File: config.mk
export PLATFORM = sky130hd
export DESIGN_NAME = stepper_half_step_ramp_controller
export DESIGN_NICKNAME = d
export VERILOG_FILES = /design/src/rtl/stphs_pkg.sv /design/src/rtl/stphs_move_len.sv /design/src/rtl/stphs_ramp.sv /design/src/rtl/stepper_half_step_ramp_controller.sv
export SDC_FILE = /design/constraint.sdc
export NUM_CORES = 2
export LEC_CHECK = 0
export ABC_AREA = 1
export BUFFER_PORTS_ARGS = -buffer_cell sky130_fd_sc_hd__buf_2
export CAP_MARGIN = 15
export CORE_AREA = 3 3 350 352
export DETAILED_ROUTE_END_ITERATION = 8
export DIE_AREA = 0 0 353 355
export GPL_ROUTABILITY_DRIVEN = 0
export PLACE_DENSITY = 0.51
export RECOVER_POWER = 50
export SLEW_MARGIN = 20
export SYNTH_ARGS = -nofsm -noshare
export SYNTH_HDL_FRONTEND = slang
export SYNTH_SLANG_ARGS = --single-unit
File: constraint.sdc
create_clock -name aclk -period 32.4 [get_ports aclk]
set_clock_uncertainty 0.1 [all_clocks]
set_input_delay 4.86 -clock aclk [delete_from_list [all_inputs] [get_ports aclk]]
set_output_delay 4.86 -clock aclk [all_outputs]
set_load 0.01 [all_outputs]
File: src/rtl/stphs_pkg.sv
// shared types, constants and tables of the stepper half-step ramp controller
package stphs_pkg;

    localparam int ANGLE_W  = 12;
    localparam int STEP_W   = 16;
    localparam int PERIOD_W = 16;
    localparam int COIL_W   = 4;
    localparam int PHASE_W  = 3;

    // stream word layout
    localparam int S_TDATA_W      = 16;
    localparam int S_FORWARD_BIT  = ANGLE_W;
    localparam int M_TDATA_W      = 24;
    localparam int M_PERIOD_LSB   = COIL_W;
    localparam int M_RUNNING_BIT  = COIL_W + PERIOD_W;
    localparam int M_PAD_W        = M_TDATA_W - M_RUNNING_BIT - 1;

    // register file
    localparam int CFG_IDX_W = 1;
    localparam logic [CFG_IDX_W-1:0] CFG_SLOW = 1'b0;
    localparam logic [CFG_IDX_W-1:0] CFG_FAST = 1'b1;

    localparam logic [PERIOD_W-1:0] SLOW_RESET   = 16'hFFFF;
    localparam logic [PERIOD_W-1:0] FAST_RESET   = 16'd1250;
    localparam logic [PERIOD_W-1:0] PERIOD_RESET = 16'd1000;

    typedef enum logic {
        ACT_START = 1'b0,
        ACT_TIMER = 1'b1
    } action_t;

    // linear ramp, division by the ramp length done with a scaled reciprocal
    localparam int RAMP_STEPS = 50;
    localparam int RAMP_W     = $clog2(RAMP_STEPS + 1);
    localparam int RAMP_SHIFT = PERIOD_W + 2 * $clog2(RAMP_STEPS) + 1;
    localparam longint unsigned RAMP_RECIP =
        ((64'd1 << RAMP_SHIFT) + RAMP_STEPS - 1) / RAMP_STEPS;
    localparam int RECIP_W = $clog2(RAMP_RECIP + 1);
    localparam int DM_W    = PERIOD_W + RECIP_W;
    localparam int PROD_W  = DM_W + RAMP_W;
    localparam int SUM_W   = PROD_W + 1;
    localparam longint unsigned CEIL_ADD = (RAMP_STEPS - 1) * RAMP_RECIP;
    localparam logic [DM_W-1:0] DM_RESET =
        DM_W'((longint'(SLOW_RESET) - longint'(FAST_RESET)) * RAMP_RECIP);

    typedef struct packed {
        logic [PERIOD_W-1:0] slow;
        logic [PERIOD_W-1:0] fast_eff;
        logic [DM_W-1:0]     dm;
    } ramp_cfg_t;

    // move length: floor(angle * 512 / 45) = quot * 512 + frac(rem)
    localparam int MOVE_DIV    = 45;
    localparam int FRAC_W      = 9;
    localparam int REM_W       = 6;
    localparam int DIV45_W     = 12;
    localparam int DIV45_SHIFT = 17;
    localparam logic [DIV45_W-1:0] DIV45_RECIP = 12'd2913;

    localparam logic [FRAC_W-1:0] ANGLE_FRAC [64] = '{
          0,  11,  22,  34,  45,  56,  68,  79,  91, 102, 113, 125, 136, 147, 159, 170,
        182, 193, 204, 216, 227, 238, 250, 261, 273, 284, 295, 307, 318, 329, 341, 352,
        364, 375, 386, 398, 409, 420, 432, 443, 455, 466, 477, 489, 500,   0,   0,   0,
          0,   0,   0,   0,   0,   0,   0,   0,   0,   0,   0,   0,   0,   0,   0,   0
    };

    // half-step coil sequence, bit0 coil a up to bit3 coil d
    localparam logic [COIL_W-1:0] COIL_SEQ [8] = '{
        4'h1, 4'h3, 4'h2, 4'h6, 4'h4, 4'hC, 4'h8, 4'h9
    };

endpackage

File: src/rtl/stphs_move_len.sv
// move length in half-steps from the requested angle
module stphs_move_len (
    input  logic [stphs_pkg::ANGLE_W-1:0] angle_deg,
    output logic [stphs_pkg::STEP_W-1:0]  steps
);
    import stphs_pkg::*;

    localparam int QP_W = ANGLE_W + DIV45_W;
    localparam int Q_W  = QP_W - DIV45_SHIFT;

    logic [QP_W-1:0]    quot_prod;
    logic [Q_W-1:0]     quot;
    logic [ANGLE_W-1:0] quot_x45;
    logic [REM_W-1:0]   rem;

    assign quot_prod = QP_W'(angle_deg) * QP_W'(DIV45_RECIP);
    assign quot      = quot_prod[QP_W-1:DIV45_SHIFT];
    assign quot_x45  = ANGLE_W'(quot) * ANGLE_W'(MOVE_DIV);
    assign rem       = REM_W'(angle_deg - quot_x45);
    assign steps     = (STEP_W'(quot) << FRAC_W) + STEP_W'(ANGLE_FRAC[rem]);

endmodule

File: src/rtl/stphs_ramp.sv
// step period from the linear accelerate, cruise and decelerate ramp
module stphs_ramp (
    input  stphs_pkg::ramp_cfg_t            cfg,
    input  logic [stphs_pkg::STEP_W-1:0]    steps_taken,
    input  logic [stphs_pkg::STEP_W-1:0]    total_steps,
    output logic [stphs_pkg::PERIOD_W-1:0]  period_us
);
    import stphs_pkg::*;

    logic                accel;
    logic                decel;
    logic [STEP_W:0]     k_plus;
    logic [STEP_W:0]     m_full;
    logic [RAMP_W-1:0]   ramp_pos;
    logic [PROD_W-1:0]   prod;
    logic [SUM_W-1:0]    sum;
    logic [PERIOD_W-1:0] delta;
    logic [PERIOD_W-1:0] period_raw;

    assign accel    = steps_taken <= STEP_W'(RAMP_STEPS);
    assign k_plus   = (STEP_W+1)'(steps_taken) + (STEP_W+1)'(RAMP_STEPS);
    assign decel    = k_plus >= (STEP_W+1)'(total_steps);
    assign m_full   = k_plus - (STEP_W+1)'(total_steps);
    assign ramp_pos = accel ? steps_taken[RAMP_W-1:0] : m_full[RAMP_W-1:0];

    // ceil on the way down, floor on the way up
    assign prod  = PROD_W'(cfg.dm) * PROD_W'(ramp_pos);
    assign sum   = SUM_W'(prod) + (accel ? SUM_W'(CEIL_ADD) : SUM_W'(0));
    assign delta = sum[RAMP_SHIFT +: PERIOD_W];

    always_comb begin
        if (accel) begin
            period_raw = cfg.slow - delta;
        end else if (decel) begin
            period_raw = cfg.fast_eff + delta;
        end else begin
            period_raw = cfg.fast_eff;
        end
        period_us = (period_raw == '0) ? PERIOD_W'(1) : period_raw;
    end

endmodule

File: src/rtl/stepper_half_step_ramp_controller.sv
// top level of the half-step stepper controller with linear speed ramp
//
// input stream: s_tuser is the action (0 start move, 1 step timer expired),
// s_tdata carries angle_deg and forward; a start computes a move of
// floor(angle*512/45) half-steps, each timer word drives one step pattern.
// output stream: one word per input word with coils, period_us and running;
// m_tlast flags the word that ends a move and releases the coils.
// config channel: cfg_index 0 slow period, 1 fast period, always ready.
// path: input accept goes to the input register, then one pass through the
// step logic and the ramp multiplier into the output register. throughput:
// one word per cycle while m_tready keeps the output moving, set by the single pass
// through the move state update and the ramp multiplier.
// reset: synchronous active-low aresetn clears both stages, the move state,
// and loads slow 65535, fast 1250, held period 1000, coils off.
// stall: a held output word stays stable; the input stage keeps taking
// one more word while the output waits, then s_tready drops.
module stepper_half_step_ramp_controller (
    input  logic                              aclk,
    input  logic                              aresetn,
    input  logic                              s_tvalid,
    output logic                              s_tready,
    input  logic [stphs_pkg::S_TDATA_W-1:0]   s_tdata,  // angle_deg[11:0], forward[12], pad
    input  logic                              s_tuser,  // action
    output logic                              m_tvalid,
    input  logic                              m_tready,
    output logic [stphs_pkg::M_TDATA_W-1:0]   m_tdata,  // coils[3:0], period_us[19:4], running[20], pad
    output logic                              m_tlast,  // move_done
    input  logic                              cfg_valid,
    output logic                              cfg_ready,
    input  logic [stphs_pkg::CFG_IDX_W-1:0]   cfg_index,
    input  logic [stphs_pkg::PERIOD_W-1:0]    cfg_wdata
);
    import stphs_pkg::*;

    // config
    logic [PERIOD_W-1:0] fast_reg;
    logic [PERIOD_W-1:0] fast_next;
    logic [PERIOD_W-1:0] slow_next;
    ramp_cfg_t           ramp_cfg_reg;
    ramp_cfg_t           ramp_cfg_next;

    // input stage
    logic                in_valid_reg;
    action_t             in_action_reg;
    logic [ANGLE_W-1:0]  in_angle_reg;
    logic                in_forward_reg;

    // output stage
    logic                out_valid_reg;
    logic [COIL_W-1:0]   out_coils_reg;
    logic [PERIOD_W-1:0] out_period_reg;
    logic                out_running_reg;
    logic                out_done_reg;

    // move state
    logic [PHASE_W-1:0]  phase_reg,       phase_next;
    logic [STEP_W-1:0]   steps_left_reg,  steps_left_next;
    logic [STEP_W-1:0]   steps_taken_reg, steps_taken_next;
    logic [STEP_W-1:0]   total_steps_reg, total_steps_next;
    logic                direction_reg,   direction_next;
    logic                finishing_reg,   finishing_next;
    logic [COIL_W-1:0]   coil_hold_reg,   coil_hold_next;
    logic [PERIOD_W-1:0] period_hold_reg, period_hold_next;

    logic                s_accept;
    logic                advance;
    logic                busy;
    logic                running;
    logic                move_done;
    logic [STEP_W-1:0]   move_steps;
    logic [STEP_W-1:0]   k_next;
    logic [PERIOD_W-1:0] ramp_period;

    assign cfg_ready = 1'b1;
    assign advance   = in_valid_reg && (!out_valid_reg || m_tready);
    assign s_tready  = !in_valid_reg || advance;
    assign s_accept  = s_tvalid && s_tready;

    always_comb begin
        slow_next = ramp_cfg_reg.slow;
        fast_next = fast_reg;
        if (cfg_valid) begin
            case (cfg_index)
                CFG_SLOW: slow_next = cfg_wdata;
                CFG_FAST: fast_next = cfg_wdata;
                default: ;
            endcase
        end
        ramp_cfg_next.slow     = slow_next;
        ramp_cfg_next.fast_eff = (fast_next < slow_next) ? fast_next : slow_next;
        ramp_cfg_next.dm       = DM_W'(slow_next - ramp_cfg_next.fast_eff) * DM_W'(RAMP_RECIP);
    end

    stphs_move_len u_move_len (
        .angle_deg (in_angle_reg),
        .steps     (move_steps)
    );

    assign k_next = steps_taken_reg + STEP_W'(1);

    stphs_ramp u_ramp (
        .cfg         (ramp_cfg_reg),
        .steps_taken (k_next),
        .total_steps (total_steps_reg),
        .period_us   (ramp_period)
    );

    assign busy = (steps_left_reg != '0) || finishing_reg;

    always_comb begin
        phase_next       = phase_reg;
        steps_left_next  = steps_left_reg;
        steps_taken_next = steps_taken_reg;
        total_steps_next = total_steps_reg;
        direction_next   = direction_reg;
        finishing_next   = finishing_reg;
        coil_hold_next   = coil_hold_reg;
        period_hold_next = period_hold_reg;
        move_done        = 1'b0;
        if (advance) begin
            case (in_action_reg)
                ACT_START: begin
                    if (!busy && move_steps != '0) begin
                        total_steps_next = move_steps;
                        steps_left_next  = move_steps;
                        steps_taken_next = '0;
                        direction_next   = in_forward_reg;
                        finishing_next   = 1'b0;
                    end
                end
                ACT_TIMER: begin
                    if (finishing_reg) begin
                        finishing_next   = 1'b0;
                        steps_left_next  = '0;
                        steps_taken_next = '0;
                        total_steps_next = '0;
                        coil_hold_next   = '0;
                        move_done        = 1'b1;
                    end else if (steps_left_reg != '0) begin
                        coil_hold_next   = COIL_SEQ[phase_reg];
                        phase_next       = direction_reg ? phase_reg + PHASE_W'(1)
                                                         : phase_reg - PHASE_W'(1);
                        steps_taken_next = k_next;
                        steps_left_next  = steps_left_reg - STEP_W'(1);
                        finishing_next   = (steps_left_reg == STEP_W'(1));
                        period_hold_next = ramp_period;
                    end
                end
                default: ;
            endcase
        end
        running = (steps_left_next != '0) || finishing_next;
    end

    always_ff @(posedge aclk) begin
        if (!aresetn) begin
            fast_reg              <= FAST_RESET;
            ramp_cfg_reg.slow     <= SLOW_RESET;
            ramp_cfg_reg.fast_eff <= FAST_RESET;
            ramp_cfg_reg.dm       <= DM_RESET;
            in_valid_reg          <= 1'b0;
            out_valid_reg         <= 1'b0;
            phase_reg             <= '0;
            steps_left_reg        <= '0;
            steps_taken_reg       <= '0;
            total_steps_reg       <= '0;
            direction_reg         <= 1'b0;
            finishing_reg         <= 1'b0;
            coil_hold_reg         <= '0;
            period_hold_reg       <= PERIOD_RESET;
        end else begin
            fast_reg        <= fast_next;
            ramp_cfg_reg    <= ramp_cfg_next;
            in_valid_reg    <= s_accept || (in_valid_reg && !advance);
            if (advance) begin
                out_valid_reg <= 1'b1;
            end else if (m_tready) begin
                out_valid_reg <= 1'b0;
            end
            phase_reg       <= phase_next;
            steps_left_reg  <= steps_left_next;
            steps_taken_reg <= steps_taken_next;
            total_steps_reg <= total_steps_next;
            direction_reg   <= direction_next;
            finishing_reg   <= finishing_next;
            coil_hold_reg   <= coil_hold_next;
            period_hold_reg <= period_hold_next;
        end
    end

    // payload registers
    always_ff @(posedge aclk) begin
        if (s_accept) begin
            in_action_reg  <= action_t'(s_tuser);
            in_angle_reg   <= s_tdata[ANGLE_W-1:0];
            in_forward_reg <= s_tdata[S_FORWARD_BIT];
        end
        if (advance) begin
            out_coils_reg   <= coil_hold_next;
            out_period_reg  <= period_hold_next;
            out_running_reg <= running;
            out_done_reg    <= move_done;
        end
    end

    assign m_tvalid = out_valid_reg;
    assign m_tdata  = {M_PAD_W'(0), out_running_reg, out_period_reg, out_coils_reg};
    assign m_tlast  = out_done_reg;

endmodule

Word-level counts from Yosys, hierarchy flattened --
Memory sizes are Yosys's and may differ from the RTL's. Cells that the tools add are included.
Word-level totals: register bits after elaboration 199, memory bits (read-only) 608, input bits 39, output and inout port bits 28, word-level logic and storage cells 117, memories kept 2
Operators by class: add/subtract/negate cells 12, multiply operators 4, magnitude comparators 5, equal/unequal tests 4, mux-type cells 43, bitwise operators 4, reductions and logical operators 22
Memories:
- (name not given) | depth 64, bits a word 9, read ports 1, clocked after memory_dff 0, wr ports 0, line stphs_move_len.sv:20 | assign steps = (STEP_W'(quot) << FRAC_W) + STEP_W'(ANGLE_FRAC[rem]);
- (name not given) | depth 8, bits a word 4, read ports 1, clocked after memory_dff 0, wr ports 0, line stepper_half_step_ramp_controller.sv:140 | coil_hold_next = COIL_SEQ[phase_reg];
Operator list (number):
- two-way mux 16 bit | 21
- case mux 16 bit (2 select lines) | 3
- nonzero test 16 bit | 3
- adder 45 bit | 1
- multiplier 40 x 6 -> 45 bit | 1
- multiplier 17 x 25 -> 40 bit (second input constant) | 1
- two-way mux 29 bit | 1
- multiplier 12 x 12 -> 24 bit (second input constant) | 1
- two-way mux 4 bit | 6
- two-way mux 9 bit | 2
- adder 16 x 6 -> 17 bit (second input constant) | 1
- greater-or-equal comparator 17 x 16 -> 1 bit | 1
- subtractor 16 x 16 -> 17 bit | 1
- adder 16 x 1 -> 16 bit (second input constant) | 1
- adder 16 bit | 1
- adder 16 x 9 -> 16 bit | 1
- == test 16 x 1 -> 1 bit (second input constant) | 1
- <= comparator 16 x 6 -> 1 bit (second input constant) | 1
- zero test 16 bit | 1
- less-than comparator 16 bit | 1
- subtractor 16 x 1 -> 16 bit (second input constant) | 1
- subtractor 16 bit | 1
- subtractor 6 bit | 2
- AND reduction 3 bit | 3
- 20 further kinds | 37

Logic depth before layout (Yosys ltp) --
word-level depth 15, gate-level depth with buffers 60, mapped depth without buffers 59

Hierarchy --
Synthesis repeated with hierarchy kept, for this count alone.
Unflattened totals: cells, all modules 4178, area, all modules 30954.7 um2
Modules (own cells, without submodules):
- stepper_half_step_ramp_controller | instances 1, cells each 2080, area each 16600.9 um2, seq. area each 4344.2 um2
- stphs_ramp | instances 1, cells each 1599, area each 10825.4 um2, seq. area each 0.0 um2
- stphs_move_len | instances 1, cells each 499, area each 3528.4 um2, seq. area each 0.0 um2

Worst setup path after synthesis --
No wires, ideal clock.
path kind input port to flip-flop, start in cfg_index, end reg ramp_cfg_reg[38] (netlist bit), setup time 0.120 ns, arrival 14.165 ns, data required time 32.180 ns, slack 18.015 ns, cell stages on the path 50, buffers on the path 2, cell sequence inv_1 nand2_1 clkbuf_1 o21ai_0 ha_1 a21boi_0 o211ai_1 nand2_1 nand4_1 o211ai_1 a21oi_1 o311ai_0 clkbuf_1 nand2_1 o21ai_0 fa_1 nand3_1 nand2_1 (+14 left out) fa_1 inv_1 fa_1 fa_1 fa_1 inv_1 ha_1 nand2_1 inv_1 nand2_1 a21oi_1 o211a_1 a2111oi_0 a21oi_1 nor2_1 o21bai_1 o21ai_0 a21oi_1
On the way: longest elaborated chain between the ends 6, elaborated cells between the ends (all ways) 8, those cells by class add/sub (1); mul (1); order compare (1); mux (5)
RTL lines:
- from (decl) | line stepper_half_step_ramp_controller.sv:30 | input logic [stphs_pkg::CFG_IDX_W-1:0] cfg_index,
- two-way mux 16 bit | line stepper_half_step_ramp_controller.sv:83 | case (cfg_index)
- two-way mux 16 bit | line stepper_half_step_ramp_controller.sv:82 | if (cfg_valid) begin
- less-than comparator 16 bit | line stepper_half_step_ramp_controller.sv:90 | ramp_cfg_next.fast_eff = (fast_next < slow_next) ? fast_next : slow_next;
- two-way mux 16 bit | line stepper_half_step_ramp_controller.sv:90
- subtractor 16 x 16 -> 17 bit (*) | line stepper_half_step_ramp_controller.sv:91 | ramp_cfg_next.dm = DM_W'(slow_next - ramp_cfg_next.fast_eff) * DM_W'(RAMP_RECIP);
- multiplier 17 x 25 -> 40 bit (*) | line stepper_half_step_ramp_controller.sv:91
- to (signal assigned) | line stepper_half_step_ramp_controller.sv:173 | ramp_cfg_reg <= ramp_cfg_next;
- to (decl) | line stepper_half_step_ramp_controller.sv:39 | ramp_cfg_t ramp_cfg_reg;
Every way passes the cells marked *; elsewhere a longest branch is shown, timed or not. A chain may end at the register's enable or synchronous reset.

Final worst setup path --
start in cfg_index, end reg ramp_cfg_reg[37] (netlist bit)
The elaborated chain is that of the path after synthesis.

==> results.tsv <==
stage	metric	value	unit
synth	list of most frequent post-synthesis cells	inv_1, nand2_1, ha_1	
hold_path	min-delay src	period_hold_reg[7]	
synth	Synth area leaders	fa_1, ha_1, dfxtp_1, inv_1, nand2_1	
route	DRT Wirelength	86200	um
setup_path	crit path max fanout	32	
placed_design	PortBufs	59	
clocking	Clock Tree Buf Depth	2	
setup_path	Worst Path Required	32.64	ns
setup_path	critical path startpoint category	input pin	
clocking	cts bufs inserted	17	
synth	Post-Syn Area	29800	um2
synth	Synth async-reset ratio	0	%
placed_design	detailed placement HPWL	72900	um
hold_path	Worst Hold Class	flip-flop to flip-flop	
synth	Avg Cell Area, Syn	7.59	um2
floorplan	Die ar.	125000	um2
clocking	cts repair resizes	0	
route	DRT antenna net count	0	
run_status	outcome	finished, violations left	
job	max_cap viols	4	
route	vias per cell	4.44	
clocking	hold_buf cts	0	
timing	TNS Setup	0	ns
synth	simple-gate share of the synthesized area	19.5	%
timing	Final Hold Vio Count	0	
finish	# nets final	4742	
synth	Post-Synth Adder-Cell Area	40.3	%
synth	synth unique cells	66	
route	First DRT Iteration DRCs	1262	
timing	Slew HR	-113	%
route	DR pass1 iterations	5	
synth	count leader, synth	inv_1	
setup_path	critical setup path kind	input pin to flip-flop	
floorplan	core area	120000	um2
timing	Fmax	60.8	MHz
synth	mux cell area share after synthesis	0.0336	%
finish	Layout area overhead	8.99	%
clocking	root buf cell	clkbuf_16	
run_status	violated checks	capacitance limit, slew limit	
setup_path	slowest stage delay, CP	0.66	ns
synth	top_reg_cell synth	dfxtp_1	
setup_path	Worst Setup SP	cfg_index	
route	top sig layer	met4	
clocking	CTS tree	done	
clocking	# H-tree levels	4	
synth	YS warnings	0	
grt	GRT Util Overall	14.0	%
route	Wirelength per Cell	15.5	um
floorplan	initial core utilization	24.9	%
route	Residual DRC	0	
route	met2 routed WL	38400	um
timing	Tmin final	16.44	ns
grt	vias in the first global route	25373	
setup_path	origin of the critical flop-to-flop path	ramp_cfg_reg[57]	
timing	final setup violation count	0	
synth	Synth Register Bits	199	
setup_path	CP endpoint kind	flip-flop	
synth	compound-gate portion of the synthesized area	11.5	%
setup_path	Slowest-stage cell, CP	xor2_1	
route	Met3 Routed Length	4760	um
clocking	Clk pin slew, worst setup/hold paths	0.09	ns
route	M1 WL	40500	um
timing	worst slew pin tran	3.19	ns
timing	period utilization	50.7	%
synth	Synth Area in XOR/XNOR	2.61	%
synth	area share of the leading cell type in the synthesized netlist	22.5	%
floorplan	row count	127	
grt	global-route wire length before repair	138000	um
timing	Slew Viols, Final	197	
finish	proportion of layout cells with a drive suffix above 1	4.25	%
setup_path	Critical Path AT	16.68	ns
clocking	Clock Latency Late Sink	0.51	ns
synth	leading area contributor after synthesis	fa_1	
floorplan	IO Pins	67	
synth	sequential fraction of the synthesis area	14.6	%
floorplan	die width	353	um
grt	remaining global-route overflow	0	
synth	synthesized netlist cell count	3921	
synth	Post-synth EDFFs	36	
route	DR vias	24746	
synth	main combinational cell family by area after synthesis	adder cells	
clocking	post-CTS setup buffers	0	
clocking	clk sinks	199	
grt	largest net degree at the start of global routing	58	
floorplan	Die Y-Extent	355	um
timing	unrepaired setup endpoints after global routing	no	
finish	max reg flops	72	
grt	initial antenna violation count	5	
through the flow:
stage	hold slack (ns)	util (%)	cell area [um2]	cells	setup WS, ns
final	0.372	27.1	32400	5572	15.96
after global routing	0.393	27.1	32400	5570	14.89
after CTS	0.376	27.1	32500	5569	15.96
after detailed placement	0.353	26.6	31900	5538	15.43
after global placement	0.351	26.6	31900	5538	15.57
after floorplan	0.335	-	29800	3923	18.02
path summary, 6_finish.rpt:
check	slack, ns	endpoint	depth (start not counted)
min reg2reg	0.37	period_hold_reg[7]	2
min	0.37	period_hold_reg[7]	2
max reg2reg	20.53	ramp_cfg_reg[37]	54
max	15.96	ramp_cfg_reg[37]	54
worst max-delay path, delay by kind of cell:
| kind | cells | cell delay [ns] |
|---|---|---|
| AO/OA/AOI/OAI | 22 | 4.82 |
| adder cells (fa/ha/maj) | 9 | 3.77 |
| AND/OR/NAND/NOR | 13 | 1.32 |
| buffers and inverters | 9 | 1.23 |
| XOR/XNOR | 1 | 0.66 |
metal layers:
metal / up-vias / global-route usage (%)
met5: - / 0
met4: 0 / 4.81
met3: 89 / 2.92
met2: 442 / 22.5
met1: 11766 / 18.7
li1: 12449 / -
area by class of cell:
| class | count | area (um2) |
|---|---|---|
| clock inverters | 11 | 130 |
| repair buffers | 83 | 424 |
| well taps | 1612 | 2020 |
| diodes | 3 | 7.51 |
| flip-flops and latches | 199 | 4340 |
| inverters | 796 | 2990 |
| fillers | 13221 | 87200 |
| clock buffers | 20 | 468 |
| multi-input cells | 2848 | 22100 |
cells by family after synthesis:
family,after synthesis
buffers and inverters,876
flip-flops,199
AND/OR/NAND/NOR,1386
multiplexers,1
XOR/XNOR,88
adder cells (fa/ha/maj),758
other,2
AO/OA/AOI/OAI,611
cell usage in the layout, fill, tap and decap left out, types with 19 or more instances in the layout:
master	netlist	routed
xnor2_1	26	25
nand2_1	710	710
nor2_1	398	398
nand2_2	21	21
buf_2	11	33
nand3_1	132	132
buf_4	10	19
xor2_1	61	61
a21oi_1	276	275
fa_1	335	335
nor3_1	24	24
ha_1	423	423
edfxtp_1	36	36
clkbuf_1	53	32
inv_1	784	784
dfxtp_1	163	163
o21ai_0	186	185
a211oi_1	32	32
or2_2	20	20
o21a_1	21	21
nand4_1	31	31
Power is not shown: default switching activity piles up to over one toggle a cycle in this logic, so the estimate is an artifact.
